--- config.mk ---
export PLATFORM = sky130hd
export DESIGN_NAME = fftp_ram
export DESIGN_NICKNAME = d
export VERILOG_FILES = /design/src/rtl/fftp_ram.sv
export SDC_FILE = /design/constraint.sdc
export NUM_CORES = 2
export LEC_CHECK = 0
export BUFFER_PORTS_ARGS = -buffer_cell sky130_fd_sc_hd__buf_2
export CAP_MARGIN = 0
export CORE_UTILIZATION = 25
export DETAILED_ROUTE_END_ITERATION = 16
export PLACE_DENSITY = 0.42
export SLEW_MARGIN = 10
export SYNTH_ARGS = -nofsm -noshare
export SYNTH_HDL_FRONTEND = slang
export SYNTH_SLANG_ARGS = --single-unit
--- constraint.sdc ---
create_clock -name clk_i -period 9.5 [get_ports clk_i]
set_input_delay 0.475 -clock clk_i [delete_from_list [all_inputs] [get_ports clk_i]]
set_output_delay 0.475 -clock clk_i [all_outputs]
set_load 0.05 [all_outputs]
--- src/rtl/fftp_ram.sv ---
`default_nettype none
module fftp_ram #(
  parameter int unsigned Width = 48,
  parameter int unsigned Depth = 64
) (
  input  wire logic                     clk_i,
  input  wire logic                     we_i,
  input  wire logic [$clog2(Depth)-1:0] waddr_i,
  input  wire logic [Width-1:0]         wdata_i,
  input  wire logic [$clog2(Depth)-1:0] raddr_i,
  output logic      [Width-1:0]         rdata_o
);
  logic [Width-1:0] mem_q [Depth];

  always_ff @(posedge clk_i) begin
    if (we_i) mem_q[waddr_i] <= wdata_i;
    rdata_o <= mem_q[raddr_i];
  end
endmodule
`default_nettype wire

==> results.cfg <==
[cts]
cts_tree = done
insertion_delay_ps = 910
clkSinkCount = 3120
ctsResizeCount = 0
numCtsBuffers = 331
cts_hold_buf = 0
clk_pin_slew_worst_paths_ps = 60
ctsRootBufferMaster = clkbuf_16
htree_levels = 5
cts_setup_buffers = 0
cts_max_path_buffers = 4

[power_and_ir_drop]
peakVddDrop_v = 0.000165
p_leak_nw = 41.2
p_per_area_nw_per_um2 = 215
p_total_w = 0.0293

[yosys]
ys_types = 36
ys_seq_area_frac = 0.796
synthAdderAreaFrac = 0
synthFlopType = edfxtp_1
synth_top_family_by_area = multiplexers
syn_avg_cell_area_um2 = 23.6
synth.area.mux_share = 0.152
synth_xor_area_frac = 0
syn_nets = 5032
synth_warnings = 0
synth_simple_gate_area_frac = 0.00957
synth-edff-count = 3072
synth_compound_area_frac = 0.0302
syn_area_um2 = 117000
netlist_instances = 4970
ys_seq_elements = 3120
async_flop_share = 0

[worst_setup_path]
crit_type = input pin to register
r2r_start = mem_q[6][14]
crit_arrival_ps = 4270
required_ps = 10280
crit_path_start_kind = input pin
crit_start = raddr_i[2]
crit_fanout = 70
ff2ff_path_depth = 5
critPathCaptureType = register

[run_status]
status = completed

[floorplan]
die_h_um = 686
start_util = 0.251
num_rows = 251
die_width_um = 686
io_pins = 110
core_um2 = 467000
dieArea_um2 = 471000

[routing]
remaining_drc_errors = 0
drt-initial-drc-count = 5865
vias = 55600
wl_met2_mm = 174
top_layer = met5
wl_met1_mm = 159
ant_nets = 0
met3RoutedLength_mm = 18.7
first_pass_iters = 5
wl_mm = 362
wl_per_cell_um = 30.7
via_per_inst = 4.72

[timing]
maxSlewHeadroom = 0.139
fin_worst_skew_ps = 40.8
fmaxAchievable_ghz = 0.286
hold_viol_final = 0
min_period_ps = 3490
final.setup.tns_ps = 0
setup_violations = 0
drv_slew = 0
rsz0062_at_grt = false
worstMarginPinSlew_ps = 1290
period_share = 0.368

[place]
gp_congestion = 0.724
portBuffers = 109
hpwlAfterDp_mm = 196
placed_cells = 11200

[final_layout]
final_cells = 11800
nets = 5380
post-route-util = 0.292
syn_to_final_growth_pct = 16.5
drive_above_1_share = 0.288

[global_routing]
antenna_found_initial = 40
grtUsageTotal = 0.151
grt_pass1_wl_mm = 494
grt_max_degree = 93
grt-ovfl-total = 0
grt_pass1_vias = 57900

[worst_hold_path]
worstHoldPathCells = 1
holdCritStartpoint = wdata_i[22]
hp-class = input pin to register

[run]
drv_cap = 0
[worst paths after layout]
path	slack, ps	to
setup / recovery	6010	rdata_o[14]
hold / removal	90	mem_q[19][22]
setup reg to reg	7140	rdata_o[14]
hold reg to reg	800	rdata_o[33]
[registers in the layout, indices dropped and copies added, names as in the netlist]
name and count:
rdata_o 48, mem_q 3072
[per-stage QoR]
stage	hold slack (ps)	worst slack [ps]	cell area, um2
after global placement	825	5050	126000
after floorplan	574	4740	117000
after CTS	151	6110	136000
after detailed placement	783	5100	126000
after global routing	90.3	5830	136000
final	94.3	6010	136000
[synth_stat cells, drive strengths merged (55+ instances only)]
master	n	area, um2
a22oi	72	541
mux2i	63	631
a221oi	83	727
buf	183	1120
nor2	132	495
nand2	55	206
o22ai	122	763
clkbuf	99	373
a21oi	74	370
a22o	57	499
edfxtp	3072	92200
mux4	754	17000
[cell families after synthesis]
group	Yosys count
DFF	3120
and+or+nand+nor	253
AOI/OAI and AO/OA	486
muxes	829
buffers and inverters	282
[metal layers]
| metal | track usage | vias up |
|---|---|---|
| met2 | 0.247 | 1616 |
| met3 | 0.0245 | 510 |
| met4 | 0.0409 | 8 |
| li1 | - | 22300 |
| met1 | 0.208 | 31200 |
| met5 | 0 | - |
[worst max-delay path, cell delays in order]
cell	delay, ps
buf_8	440
buf_4	770
buf_4	710
mux4_2	410
mux2i_1	300
a211oi_1	170
a21oi_1	830
nor2_1	70
[final cells by class]
type,count,area [um2]
fill,45200,331000
timing repair buffer,297,2170
sequential,3120,93200
clock buffer,418,8810
clock inverter,179,1520
tap,6198,7750
antenna,6,15.0
multi-input combinational,1568,23000
[layout by cell type, fill, tap and decap left out, types with 5 or more instances in the layout]
| cell | n |
|---|---|
| edfxtp_1 | 3072 |
| mux4_2 | 754 |
| clkbuf_16 | 338 |
| buf_4 | 182 |
| o22ai_1 | 122 |
| buf_2 | 98 |
| a221oi_1 | 83 |
| clkbuf_1 | 75 |
| a21oi_1 | 74 |
| a22oi_1 | 72 |
| clkinv_1 | 69 |
| nor2_1 | 67 |
| nor2_4 | 64 |
| mux2i_1 | 63 |
| clkinv_2 | 62 |
| a22o_1 | 57 |
| nand2_1 | 53 |
| dfxtp_1 | 48 |
| a211oi_1 | 32 |
| o221ai_1 | 28 |
| nor2b_1 | 19 |
| bufinv_16 | 19 |
| buf_12 | 13 |
| mux2_2 | 12 |
| a311oi_1 | 11 |
| clkinv_8 | 9 |
| clkinvlp_4 | 8 |
| nand3_1 | 7 |
| diode_2 | 6 |
| nand2b_2 | 5 |
| nand3b_1 | 5 |
| nand2b_1 | 5 |
| a31o_2 | 5 |
| inv_6 | 5 |
| clkbuf_8 | 5 |
[report_power, final]
part,switching (W),leakage (nW),internal [W]
Clock,0.00545,5.06,0.00710
Combinational,0.000993,8.09,0.000475
Sequential,0.0000640,28.0,0.0152
No activity file was read; power rests on OpenSTA's default activity.
