`config.mk`:
```
export PLATFORM = sky130hd
export DESIGN_NAME = fftp_queue
export DESIGN_NICKNAME = d
export VERILOG_FILES = /design/src/rtl/fftp_pkg.sv /design/src/rtl/fftp_queue.sv
export SDC_FILE = /design/constraint.sdc
export NUM_CORES = 1
export LEC_CHECK = 0
export BUFFER_PORTS_ARGS = -buffer_cell sky130_fd_sc_hd__buf_2
export CORE_MARGIN = 10
export CORE_UTILIZATION = 30
export DETAILED_ROUTE_END_ITERATION = 10
export PLACE_DENSITY = 0.54
export SETUP_SLACK_MARGIN = 0.1
export SYNTH_ARGS = -nofsm -noshare
export SYNTH_HDL_FRONTEND = slang
export SYNTH_SLANG_ARGS = --single-unit
```
`constraint.sdc`:
```
create_clock -name clk_i -period 3.8 [get_ports clk_i]
set_input_delay 0.19 -clock clk_i [delete_from_list [all_inputs] [get_ports clk_i]]
set_output_delay 0.19 -clock clk_i [all_outputs]
set_load 0.01 [all_outputs]
```
`src/rtl/fftp_pkg.sv`:
```
`default_nettype none
package fftp_pkg;

  localparam int unsigned LogPointsDef = 6;
  localparam int unsigned AddrW        = 6;
  localparam int unsigned SampleW      = 16;
  localparam int unsigned DataW        = 24;
  localparam int unsigned WordW        = 2 * DataW;
  localparam int unsigned PowerW       = 48;
  localparam int unsigned TwW          = 16;
  localparam int unsigned RomIdxW      = 5;
  localparam int unsigned ProdW        = DataW + TwW;
  localparam int unsigned RndW         = ProdW + 1 - 15;
  localparam int unsigned SumW         = RndW + 1;

  typedef struct packed {
    logic [AddrW-1:0]          addr;
    logic signed [SampleW-1:0] sample;
    logic                      last;
  } qent_t;

  typedef struct packed {
    logic             we;
    logic [AddrW-1:0] waddr;
    logic [WordW-1:0] wdata;
    logic [AddrW-1:0] raddr;
  } ram_req_t;

  function automatic logic [DataW-1:0] sat24(input logic signed [SumW-1:0] v);
    logic signed [SumW-1:0] hi;
    logic signed [SumW-1:0] lo;
    hi = SumW'(8388607);
    lo = -SumW'(8388608);
    if (v > hi) return 24'h7fffff;
    else if (v < lo) return 24'h800000;
    else return v[DataW-1:0];
  endfunction

  function automatic logic [2*TwW-1:0] twiddle(input logic [RomIdxW-1:0] idx);
    logic signed [TwW-1:0] wr;
    logic signed [TwW-1:0] wi;
    case (idx)
      5'd0:  begin wr =  16'sd32767; wi =  16'sd0;     end
      5'd1:  begin wr =  16'sd32610; wi = -16'sd3212;  end
      5'd2:  begin wr =  16'sd32138; wi = -16'sd6393;  end
      5'd3:  begin wr =  16'sd31357; wi = -16'sd9512;  end
      5'd4:  begin wr =  16'sd30274; wi = -16'sd12540; end
      5'd5:  begin wr =  16'sd28899; wi = -16'sd15447; end
      5'd6:  begin wr =  16'sd27246; wi = -16'sd18205; end
      5'd7:  begin wr =  16'sd25330; wi = -16'sd20788; end
      5'd8:  begin wr =  16'sd23170; wi = -16'sd23170; end
      5'd9:  begin wr =  16'sd20788; wi = -16'sd25330; end
      5'd10: begin wr =  16'sd18205; wi = -16'sd27246; end
      5'd11: begin wr =  16'sd15447; wi = -16'sd28899; end
      5'd12: begin wr =  16'sd12540; wi = -16'sd30274; end
      5'd13: begin wr =  16'sd9512;  wi = -16'sd31357; end
      5'd14: begin wr =  16'sd6393;  wi = -16'sd32138; end
      5'd15: begin wr =  16'sd3212;  wi = -16'sd32610; end
      5'd16: begin wr =  16'sd0;     wi = -16'sd32767; end
      5'd17: begin wr = -16'sd3212;  wi = -16'sd32610; end
      5'd18: begin wr = -16'sd6393;  wi = -16'sd32138; end
      5'd19: begin wr = -16'sd9512;  wi = -16'sd31357; end
      5'd20: begin wr = -16'sd12540; wi = -16'sd30274; end
      5'd21: begin wr = -16'sd15447; wi = -16'sd28899; end
      5'd22: begin wr = -16'sd18205; wi = -16'sd27246; end
      5'd23: begin wr = -16'sd20788; wi = -16'sd25330; end
      5'd24: begin wr = -16'sd23170; wi = -16'sd23170; end
      5'd25: begin wr = -16'sd25330; wi = -16'sd20788; end
      5'd26: begin wr = -16'sd27246; wi = -16'sd18205; end
      5'd27: begin wr = -16'sd28899; wi = -16'sd15447; end
      5'd28: begin wr = -16'sd30274; wi = -16'sd12540; end
      5'd29: begin wr = -16'sd31357; wi = -16'sd9512;  end
      5'd30: begin wr = -16'sd32138; wi = -16'sd6393;  end
      5'd31: begin wr = -16'sd32610; wi = -16'sd3212;  end
      default: begin wr = 16'sd0; wi = 16'sd0; end
    endcase
    return {wr, wi};
  endfunction

endpackage
`default_nettype wire

```
`src/rtl/fftp_queue.sv`:
```
`default_nettype none
module fftp_queue import fftp_pkg::*; (
  input  wire logic  clk_i,
  input  wire logic  rst_ni,
  input  wire logic  push_valid_i,
  input  qent_t      push_data_i,
  output logic       push_ready_o,
  output logic       pop_valid_o,
  output qent_t      pop_data_o,
  input  wire logic  pop_i
);
  qent_t      ent_q [2];
  logic       wp_q, wp_d, rp_q, rp_d;
  logic [1:0] cnt_q, cnt_d;
  logic       push, pop;

  assign push_ready_o = (cnt_q != 2'd2);
  assign pop_valid_o  = (cnt_q != 2'd0);
  assign pop_data_o   = ent_q[rp_q];
  assign push         = push_valid_i && push_ready_o;
  assign pop          = pop_i && pop_valid_o;

  always_comb begin
    wp_d  = push ? ~wp_q : wp_q;
    rp_d  = pop ? ~rp_q : rp_q;
    cnt_d = cnt_q + {1'b0, push} - {1'b0, pop};
  end

  always_ff @(posedge clk_i) begin
    if (push) ent_q[wp_q] <= push_data_i;
  end

  always_ff @(posedge clk_i or negedge rst_ni) begin
    if (!rst_ni) begin
      wp_q  <= 1'b0;
      rp_q  <= 1'b0;
      cnt_q <= '0;
    end else begin
      wp_q  <= wp_d;
      rp_q  <= rp_d;
      cnt_q <= cnt_d;
    end
  end
endmodule
`default_nettype wire

```
==> flow_summary.ini <==
[global_routing]
grt_max_degree = 24
antenna_found_initial = 0
grt_pass1_vias = 1092
grt_pass1_wl_um = 5400
grt_usage = 0.0696
grt_overflow = 0

[timing]
fmax_mhz = 475
period_share = 0.554
fin_crit_ns = 2.11
tightest_slew_ns = 1.10
finClkSkew_ns = 0.00663
slew_viol_final = 0
final-hold-violation-count = 0
rsz0062_at_grt = no
finalSetupTns_ns = 0
hold_ws_ns = 0.0820
final-setup-viol-count = 0
relSlewSlack = 0.269

[clocking]
post_cts_buffers = 0
clock_sinks = 50
clock_latency_ns = 0.29
cts_tree = built
cts_buffers = 5
cts_resized = 0
cts-root-buf = clkbuf_8
cts-htree-levels = 2
path_clk_slew_ns = 0.09
cts.path.max_buffers = 2

[detailed_routing]
routedWlPerCell_um = 15.6
route.detailed.drc = 0
wl_um = 3520
first_iter_violations = 7
vias_per_cell = 4.16
vias = 935
final_antenna_net_count = 0
first_pass_iters = 4

[setup_path]
cpMaxStageDelayCell = dfrtp_1
path_buf_inv = 2
crit_path_cell_trace = buf_4 -> mux2_4 -> buf_2
cp_max_fo = 13
r2r_end = ent_q[1][13]$_DFFE_PP_
critPathRequiredTime_ns = 3.61
cp-start-kind = flip-flop
slowest_delay_ns = 0.79
critPathTopFamily = flip-flops
critPathKind = flip-flop to output port
reg2reg_from = cnt_q[0]$_DFF_PN0_
arrival_ns = 1.92
rrSetupSlack_ns = 1.96
r2r_cells = 2
critPathCaptureType = output port

[synth]
synthMuxAreaShare = 0.170
yosysWarnings = 0
synth_cells = 89
synth_top_area_frac = 0.710
synthAdderAreaFrac = 0.0129
yosysMostFrequentCell = edfxtp_1
yosys.area.top_type = edfxtp_1
postSynth.asyncResetShare = 0.0800
synth.distinct_cells = 15
syn_area_um2 = 1940
synth_ff_type = edfxtp_1
ys_seq_elements = 50
ys_top_cells_by_area = edfxtp_1 (71%), mux2_4 (15%), dfrtp_1 (5.1%)
seq_area_frac_synth = 0.762
syn_avg_cell_area_um2 = 21.8
synth_simple_gate_area_frac = 0.0180
synth-xor-area-share = 0.0180
synth_commonest_cells = edfxtp_1 (46), mux2_4 (19), dfrtp_1 (4), mux2_1 (4)
synth-compound-area-share = 0
synth_top_family_by_area = multiplexers
synth_edf_count = 46
syn-num-nets = 118

[finish]
nNetsFinal = 176
stdcell_area_um2 = 2400
drive_above_1_share = 0.554
fill_cells = 619
antenna_cells = 0
areaGrowthSynthToFinish_pct = 23.4

[placed_design]
place_area_um2 = 2280
dp_hpwl_um = 2730
gp_congestion = 0.691
io_buffers = 51

[floorplan]
rows = 29
initial_core_util = 0.308
io_pins = 52
dieArea_um2 = 10100
core_area_um2 = 6310
die_h_um = 101
fp.dieW_um = 101

[power_and_ir_drop]
p_leak_uw = 0.000967
irDropWorstVdd_v = 0.000558
cellPowerDensity_nw_per_um2 = 740

[min_path]
min_from = push_data_i[22]
min_path_type = input port to flip-flop
min_path_cells = 1
hold_end = ent_q[1][22]$_DFFE_PP_

[job]
drv_cap = 0

[run_status]
status = finished, final reports clean
cells in the final DEF (no fill, tap or decap), drive strengths merged:
cell type,count
ha,2
dlygate4sd3,1
or2,1
and3,1
bufinv,1
nand2b,1
clkinv,2
nand2,1
clkbuf,5
and2,1
edfxtp,46
inv,1
dfrtp,4
xnor2,3
buf,53
mux2,23
xor2,1
nor2,1
state kept, by name, indices dropped and copies added (netlist names):
register,cells
ent_q,46
wp_q,1
cnt_q,2
rp_q,1
routing by layer:
metal	vias up	track usage	wire, um
met5	-	0	0
met3	6	0.0398	364
met1	441	0.0707	1410
li1	451	-	-
met2	37	0.116	1700
met4	0	0.0261	47
per-stage QoR:
step | worst slack (ns) | cells | total power [uW] | utilization
final | 1.69 | 225 | 1780 | 0.380
after global routing | 1.58 | 225 | 1890 | 0.380
after CTS | 1.66 | 225 | 1810 | 0.380
after detailed placement | 1.94 | 216 | 1460 | 0.361
after global placement | 1.96 | 216 | 1430 | 0.361
after floorplan | 1.75 | 89 | 1260 | -
cell families after synthesis:
| family | Yosys count |
|---|---|
| xor gates and xnor gates | 4 |
| adders and majority gates | 2 |
| buffers and inverters | 4 |
| DFF | 50 |
| muxes | 23 |
| and+or+nand+nor | 6 |
power breakdown:
part	internal [uW]	switching (uW)
clock network	194	160
logic	310	283
registers	758	70.7
layout make-up:
cell class                      instances  area (um2)  area share
Clock inverter                          3        40.0      0.0167
Sequential cell                        50        1480       0.618
Inverter                                1        3.75     0.00156
Multi-Input combinational cell         35         428       0.178
Clock buffer                            5        68.8      0.0287
Tap cell                               77        96.3      0.0402
Timing Repair Buffer                   54         280       0.117
worst max path at each step:
stage                             startpoint               endpoint  slack, ns  cells after the start
after floorplan           cnt_q[1]$_DFF_PN0_  ent_q[0][0]$_DFFE_PP_       1.75                      3
after global placement    cnt_q[1]$_DFF_PN0_  ent_q[1][6]$_DFFE_PP_       1.96                      2
after detailed placement  cnt_q[0]$_DFF_PN0_  ent_q[1][9]$_DFFE_PP_       1.94                      2
after CTS                   rp_q$_DFFE_PN0P_          pop_data_o[5]       1.66                      3
after global routing        rp_q$_DFFE_PN0P_          pop_data_o[7]       1.58                      3
final                       rp_q$_DFFE_PN0P_          pop_data_o[7]       1.69                      3
worst reg2reg max path, cell delays in order, from the launching register on:
cell      delay [ns]
dfrtp_1         0.38
nand2b_1        0.17
and3_1          0.91
what timing repair did:
item	4_1_cts	5_1_grt
endpoints found under the setup margin	0	0
endpoints found under the hold margin	4	0
hold buffers	1	0
Note: power is estimated with default switching activity, not from simulation.
