**src/rtl/fftp_pkg.sv**
```systemverilog
`default_nettype none
package fftp_pkg;

  localparam int unsigned LogPointsDef = 6;
  localparam int unsigned AddrW        = 6;
  localparam int unsigned SampleW      = 16;
  localparam int unsigned DataW        = 24;
  localparam int unsigned WordW        = 2 * DataW;
  localparam int unsigned PowerW       = 48;
  localparam int unsigned TwW          = 16;
  localparam int unsigned RomIdxW      = 5;
  localparam int unsigned ProdW        = DataW + TwW;
  localparam int unsigned RndW         = ProdW + 1 - 15;
  localparam int unsigned SumW         = RndW + 1;

  typedef struct packed {
    logic [AddrW-1:0]          addr;
    logic signed [SampleW-1:0] sample;
    logic                      last;
  } qent_t;

  typedef struct packed {
    logic             we;
    logic [AddrW-1:0] waddr;
    logic [WordW-1:0] wdata;
    logic [AddrW-1:0] raddr;
  } ram_req_t;

  function automatic logic [DataW-1:0] sat24(input logic signed [SumW-1:0] v);
    logic signed [SumW-1:0] hi;
    logic signed [SumW-1:0] lo;
    hi = SumW'(8388607);
    lo = -SumW'(8388608);
    if (v > hi) return 24'h7fffff;
    else if (v < lo) return 24'h800000;
    else return v[DataW-1:0];
  endfunction

  function automatic logic [2*TwW-1:0] twiddle(input logic [RomIdxW-1:0] idx);
    logic signed [TwW-1:0] wr;
    logic signed [TwW-1:0] wi;
    case (idx)
      5'd0:  begin wr =  16'sd32767; wi =  16'sd0;     end
      5'd1:  begin wr =  16'sd32610; wi = -16'sd3212;  end
      5'd2:  begin wr =  16'sd32138; wi = -16'sd6393;  end
      5'd3:  begin wr =  16'sd31357; wi = -16'sd9512;  end
      5'd4:  begin wr =  16'sd30274; wi = -16'sd12540; end
      5'd5:  begin wr =  16'sd28899; wi = -16'sd15447; end
      5'd6:  begin wr =  16'sd27246; wi = -16'sd18205; end
      5'd7:  begin wr =  16'sd25330; wi = -16'sd20788; end
      5'd8:  begin wr =  16'sd23170; wi = -16'sd23170; end
      5'd9:  begin wr =  16'sd20788; wi = -16'sd25330; end
      5'd10: begin wr =  16'sd18205; wi = -16'sd27246; end
      5'd11: begin wr =  16'sd15447; wi = -16'sd28899; end
      5'd12: begin wr =  16'sd12540; wi = -16'sd30274; end
      5'd13: begin wr =  16'sd9512;  wi = -16'sd31357; end
      5'd14: begin wr =  16'sd6393;  wi = -16'sd32138; end
      5'd15: begin wr =  16'sd3212;  wi = -16'sd32610; end
      5'd16: begin wr =  16'sd0;     wi = -16'sd32767; end
      5'd17: begin wr = -16'sd3212;  wi = -16'sd32610; end
      5'd18: begin wr = -16'sd6393;  wi = -16'sd32138; end
      5'd19: begin wr = -16'sd9512;  wi = -16'sd31357; end
      5'd20: begin wr = -16'sd12540; wi = -16'sd30274; end
      5'd21: begin wr = -16'sd15447; wi = -16'sd28899; end
      5'd22: begin wr = -16'sd18205; wi = -16'sd27246; end
      5'd23: begin wr = -16'sd20788; wi = -16'sd25330; end
      5'd24: begin wr = -16'sd23170; wi = -16'sd23170; end
      5'd25: begin wr = -16'sd25330; wi = -16'sd20788; end
      5'd26: begin wr = -16'sd27246; wi = -16'sd18205; end
      5'd27: begin wr = -16'sd28899; wi = -16'sd15447; end
      5'd28: begin wr = -16'sd30274; wi = -16'sd12540; end
      5'd29: begin wr = -16'sd31357; wi = -16'sd9512;  end
      5'd30: begin wr = -16'sd32138; wi = -16'sd6393;  end
      5'd31: begin wr = -16'sd32610; wi = -16'sd3212;  end
      default: begin wr = 16'sd0; wi = 16'sd0; end
    endcase
    return {wr, wi};
  endfunction

endpackage
`default_nettype wire

```
**src/rtl/fftp_if.sv**
```systemverilog
`default_nettype none
interface fftp_sample_if;
  import fftp_pkg::*;
  logic                      valid;
  logic                      ready;
  logic signed [SampleW-1:0] sample;
  modport source (output valid, output sample, input ready);
  modport sink (input valid, input sample, output ready);
endinterface

`default_nettype wire

```
**src/rtl/fftp_front.sv**
```systemverilog
`default_nettype none
module fftp_front import fftp_pkg::*; #(
  parameter int unsigned LOG_POINTS = LogPointsDef
) (
  input  wire logic     clk_i,
  input  wire logic     rst_ni,
  fftp_sample_if.sink   sample_i,
  output logic          push_valid_o,
  output qent_t         push_data_o,
  input  wire logic     push_ready_i
);
  localparam int unsigned Points = 1 << LOG_POINTS;

  logic [LOG_POINTS-1:0] cnt_q, cnt_d, rev;

  always_comb begin
    for (int b = 0; b < LOG_POINTS; b++) rev[b] = cnt_q[LOG_POINTS-1-b];
  end

  assign sample_i.ready      = push_ready_i;
  assign push_valid_o        = sample_i.valid;
  assign push_data_o.addr    = AddrW'(rev);
  assign push_data_o.sample  = sample_i.sample;
  assign push_data_o.last    = (cnt_q == LOG_POINTS'(Points - 1));

  always_comb begin
    cnt_d = cnt_q;
    if (sample_i.valid && push_ready_i) cnt_d = cnt_q + 1'b1;
  end

  always_ff @(posedge clk_i or negedge rst_ni) begin
    if (!rst_ni) cnt_q <= '0;
    else cnt_q <= cnt_d;
  end
endmodule
`default_nettype wire

```
**src/flat_wrapper.sv**
```systemverilog
// flat-port wrapper written by rule: the top's interface ports become plain ports
module fftp_front_flat import fftp_pkg::*;
#(
  parameter int unsigned LOG_POINTS = LogPointsDef
)
  (clk_i, rst_ni, push_valid_o, push_data_o, push_ready_i, sample_i_valid, sample_i_sample, sample_i_ready);
  fftp_sample_if sample_i_i ();
  input  wire logic clk_i;
  input  wire logic rst_ni;
  output logic push_valid_o;
  output qent_t push_data_o;
  input  wire logic push_ready_i;
  input wire logic [$bits(sample_i_i.valid)-1:0] sample_i_valid;
  input wire logic [$bits(sample_i_i.sample)-1:0] sample_i_sample;
  output wire logic [$bits(sample_i_i.ready)-1:0] sample_i_ready;
  assign sample_i_i.valid = sample_i_valid;
  assign sample_i_i.sample = sample_i_sample;
  assign sample_i_ready = sample_i_i.ready;
  fftp_front #(.LOG_POINTS(LOG_POINTS)) u_core (.clk_i(clk_i), .rst_ni(rst_ni), .sample_i(sample_i_i), .push_valid_o(push_valid_o), .push_data_o(push_data_o), .push_ready_i(push_ready_i));
endmodule
```
**config.mk**
```make
export PLATFORM = sky130hd
export DESIGN_NAME = fftp_front_flat
export DESIGN_NICKNAME = d
export VERILOG_FILES = /design/src/rtl/fftp_pkg.sv /design/src/rtl/fftp_if.sv /design/src/rtl/fftp_front.sv /design/src/flat_wrapper.sv
export SDC_FILE = /design/constraint.sdc
export NUM_CORES = 1
export LEC_CHECK = 0
export BUFFER_PORTS_ARGS = -buffer_cell sky130_fd_sc_hd__buf_2
export CORE_AREA = 2 2 39 41
export DETAILED_ROUTE_END_ITERATION = 6
export DIE_AREA = 0 0 41 43
export GPL_ROUTABILITY_DRIVEN = 0
export PLACE_DENSITY_LB_ADDON = 0.15
export SYNTH_ARGS = -nofsm -noshare
export SYNTH_HDL_FRONTEND = slang
export SYNTH_SLANG_ARGS = --single-unit
```
**constraint.sdc**
```tcl
create_clock -name clk_i -period 2.9 [get_ports clk_i]
set_input_delay 0.58 -clock clk_i [delete_from_list [all_inputs] [get_ports clk_i]]
set_output_delay 0.58 -clock clk_i [all_outputs]
set_load 0.05 [all_outputs]
```
==> out/results.ini <==
[clocking]
clkTransAtPathRegs_ps=40
hold_buffers=0
clkSinkCount=6
cts-root-buf=clkbuf_4
h-tree-depth=1
cts_buffer_depth=2
worstSkewPairLatency_ps=240
cts_resized=0
cts_buffers=3
cts_tree=done
post_cts_buffers=0

[sta]
slew_viol_final=0
fin_crit_ps=1852
finalHoldViolCount=0
rsz0062_at_grt=no
final.setup.tns_ps=0
slew_headroom=0.8324
setup_viol=0
fmax_mhz=540.0
min_period_over_period=0.6386
tightestPinTransition_ps=253.1
clock_skew_ps=0.4203

[place]
place_area_um2=357.8
port_buffers=12

[worst_setup_path]
path_class=reg2out
critPathRequiredTime_ps=2320
crit_fanout=5
reg2reg_to=u_core.cnt_q[4]
regToRegSetupSlack_ps=1810
cp.arrival_ps=1270
startpoint_type=flip-flop
reg2reg_depth=4
timing.rr.start=u_core.cnt_q[0]
endpoint_kind=primary output

[logic_synthesis]
async_flop_share=1.000
netlist_area_um2=412.9
ys_ff_latch=6
yosysSeqAreaShare=0.3636
synth.net_count=63
syn_inst=42
synthTopCellsByArea=dfrtp_1 (36%), buf_4 (33%), xnor2_1 (6.4%), xor2_1 (4.2%), nand2_1 (3.6%)
synthTopCellsByCount=buf_4 (18), dfrtp_1 (6), nand2_1 (4), xnor2_1 (3)
yosysWarnings=0
synth_edf_count=0
synth.most_common_cell=buf_4
synth_top_cell_by_area=dfrtp_1
synth_flop_cell=dfrtp_1
synth.top_cell.area_share=0.3636
synth_area_per_cell_um2=9.831
synth.distinct_cells=13

[final_layout]
drive_gt1_frac=0.4615
register_area_um2=150.1
n_antenna_cell=0
multi_input_area_um2=127.6
largestRegisters=u_core.cnt_q: 6 flops
regMostFlops=u_core.cnt_q
n_fill_cell=152
finalInstanceArea_um2=380.4
syn2layout_area_growth_pct=-7.879
largest_reg_flops=6
fin_nets=62

[job]
maxCapViolations=0

[worst_hold_path]
hold_class=in2async

[routing]
drtPass1Iterations=1
drt-total-wl_um=797
wl_per_cell_um=14.49
via_per_inst=4.545
final_antenna_net_count=0
first_iter_violations=0
vias=250
drc=0

[global_route]
grt_first_pass_wirelength_mm=1.283
grt_max_degree=7
grt_pass1_vias=260
antenna_found_initial=0
grtUsageTotal=0.1121
grt_overflow=0

[die]
die_h_um=43
dieArea_um2=1763
die_w_um=41
std_cell_rows=14
ios=45
core_um2=1384
start_util=0.2984

[run_status]
status=finished clean

[power]
power_leakage_nw=0.1853
power.density_nw_per_um2=1335
peakVddDrop_mv=0.5394

[cell families (layout without fill, tap and decap cells)]
logic type                 after synthesis  count (layout)  share of synthesized area
adders and majority gates                1               1                    0.03030
and+or+nand+nor                         11              11                     0.1455
DFF                                      6               6                     0.3636
muxes                                    1               1                    0.02727
xor gates and xnor gates                 5               5                     0.1061
buffers and inverters                   18              15                     0.3273
[worst max-delay path by stage]
stage,from,end,slack [ps],depth (start not counted)
2_1_floorplan,u_core.cnt_q[0],push_data_o[0],680,3
3_3_place_gp,u_core.cnt_q[0],push_data_o[0],1360,4
3_5_place_dp,u_core.cnt_q[0],push_data_o[0],1310,4
4_1_cts,u_core.cnt_q[0],push_data_o[0],1030,4
5_1_grt,u_core.cnt_q[0],push_data_o[0],930,4
6_report,u_core.cnt_q[0],push_data_o[0],1050,4
[routing by layer]
metal,vias up,track usage,share of wire
met1,116,0.1180,0.36
met3,0,0.1047,0.17
met4,0,0.06000,0
li1,109,-,-
met2,25,0.1438,0.47
met5,-,0,0
[worst max-delay path, stage by stage (launching register included)]
cell,delay [ps]
dfrtp_1,410
ha_1,210
nand2_1,70
nor2_1,80
buf_2,260
[through the flow]
stage	std cells	setup WS (ps)	total power, mW	util	hold slack [ps]
global placement	52	1362	0.4338	0.2586	416.8
global route	55	933.3	0.5477	0.2749	147.1
detailed placement	52	1306	0.4373	0.2586	420.0
floorplan	42	675.4	0.4302	-	284.4
finish	55	1048	0.5079	0.2749	156.3
CTS	55	1028	0.5192	0.2749	149.7
[report_power, final]
| part | leakage (nW) | total, mW | switching, mW | internal [mW] |
|---|---|---|---|---|
| Combinational | 0.0984 | 0.257 | 0.189 | 0.0680 |
| Sequential | 0.0731 | 0.175 | 0.0514 | 0.123 |
| Clock | 0.0138 | 0.0762 | 0.0294 | 0.0468 |
| Total | 0.185 | 0.508 | 0.270 | 0.238 |
[placed cells by master, fill, tap and decap left out]
master	count
nand2_1	4
nand3_1	1
xnor2_1	3
ha_1	1
xor2_1	2
buf_2	12
nand3_2	1
and2_1	1
mux2_2	1
nor3_2	1
clkbuf_4	3
nor2_1	2
dfrtp_1	6
nand4_1	1
[area by class of cell]
cell class | instances | area share
multi-input combinational | 18 | 0.3355
tap | 16 | 0.05263
sequential | 6 | 0.3947
timing repair buffer | 12 | 0.1579
clock buffer | 3 | 0.05921
Note: power is estimated with default switching activity, not from simulation.
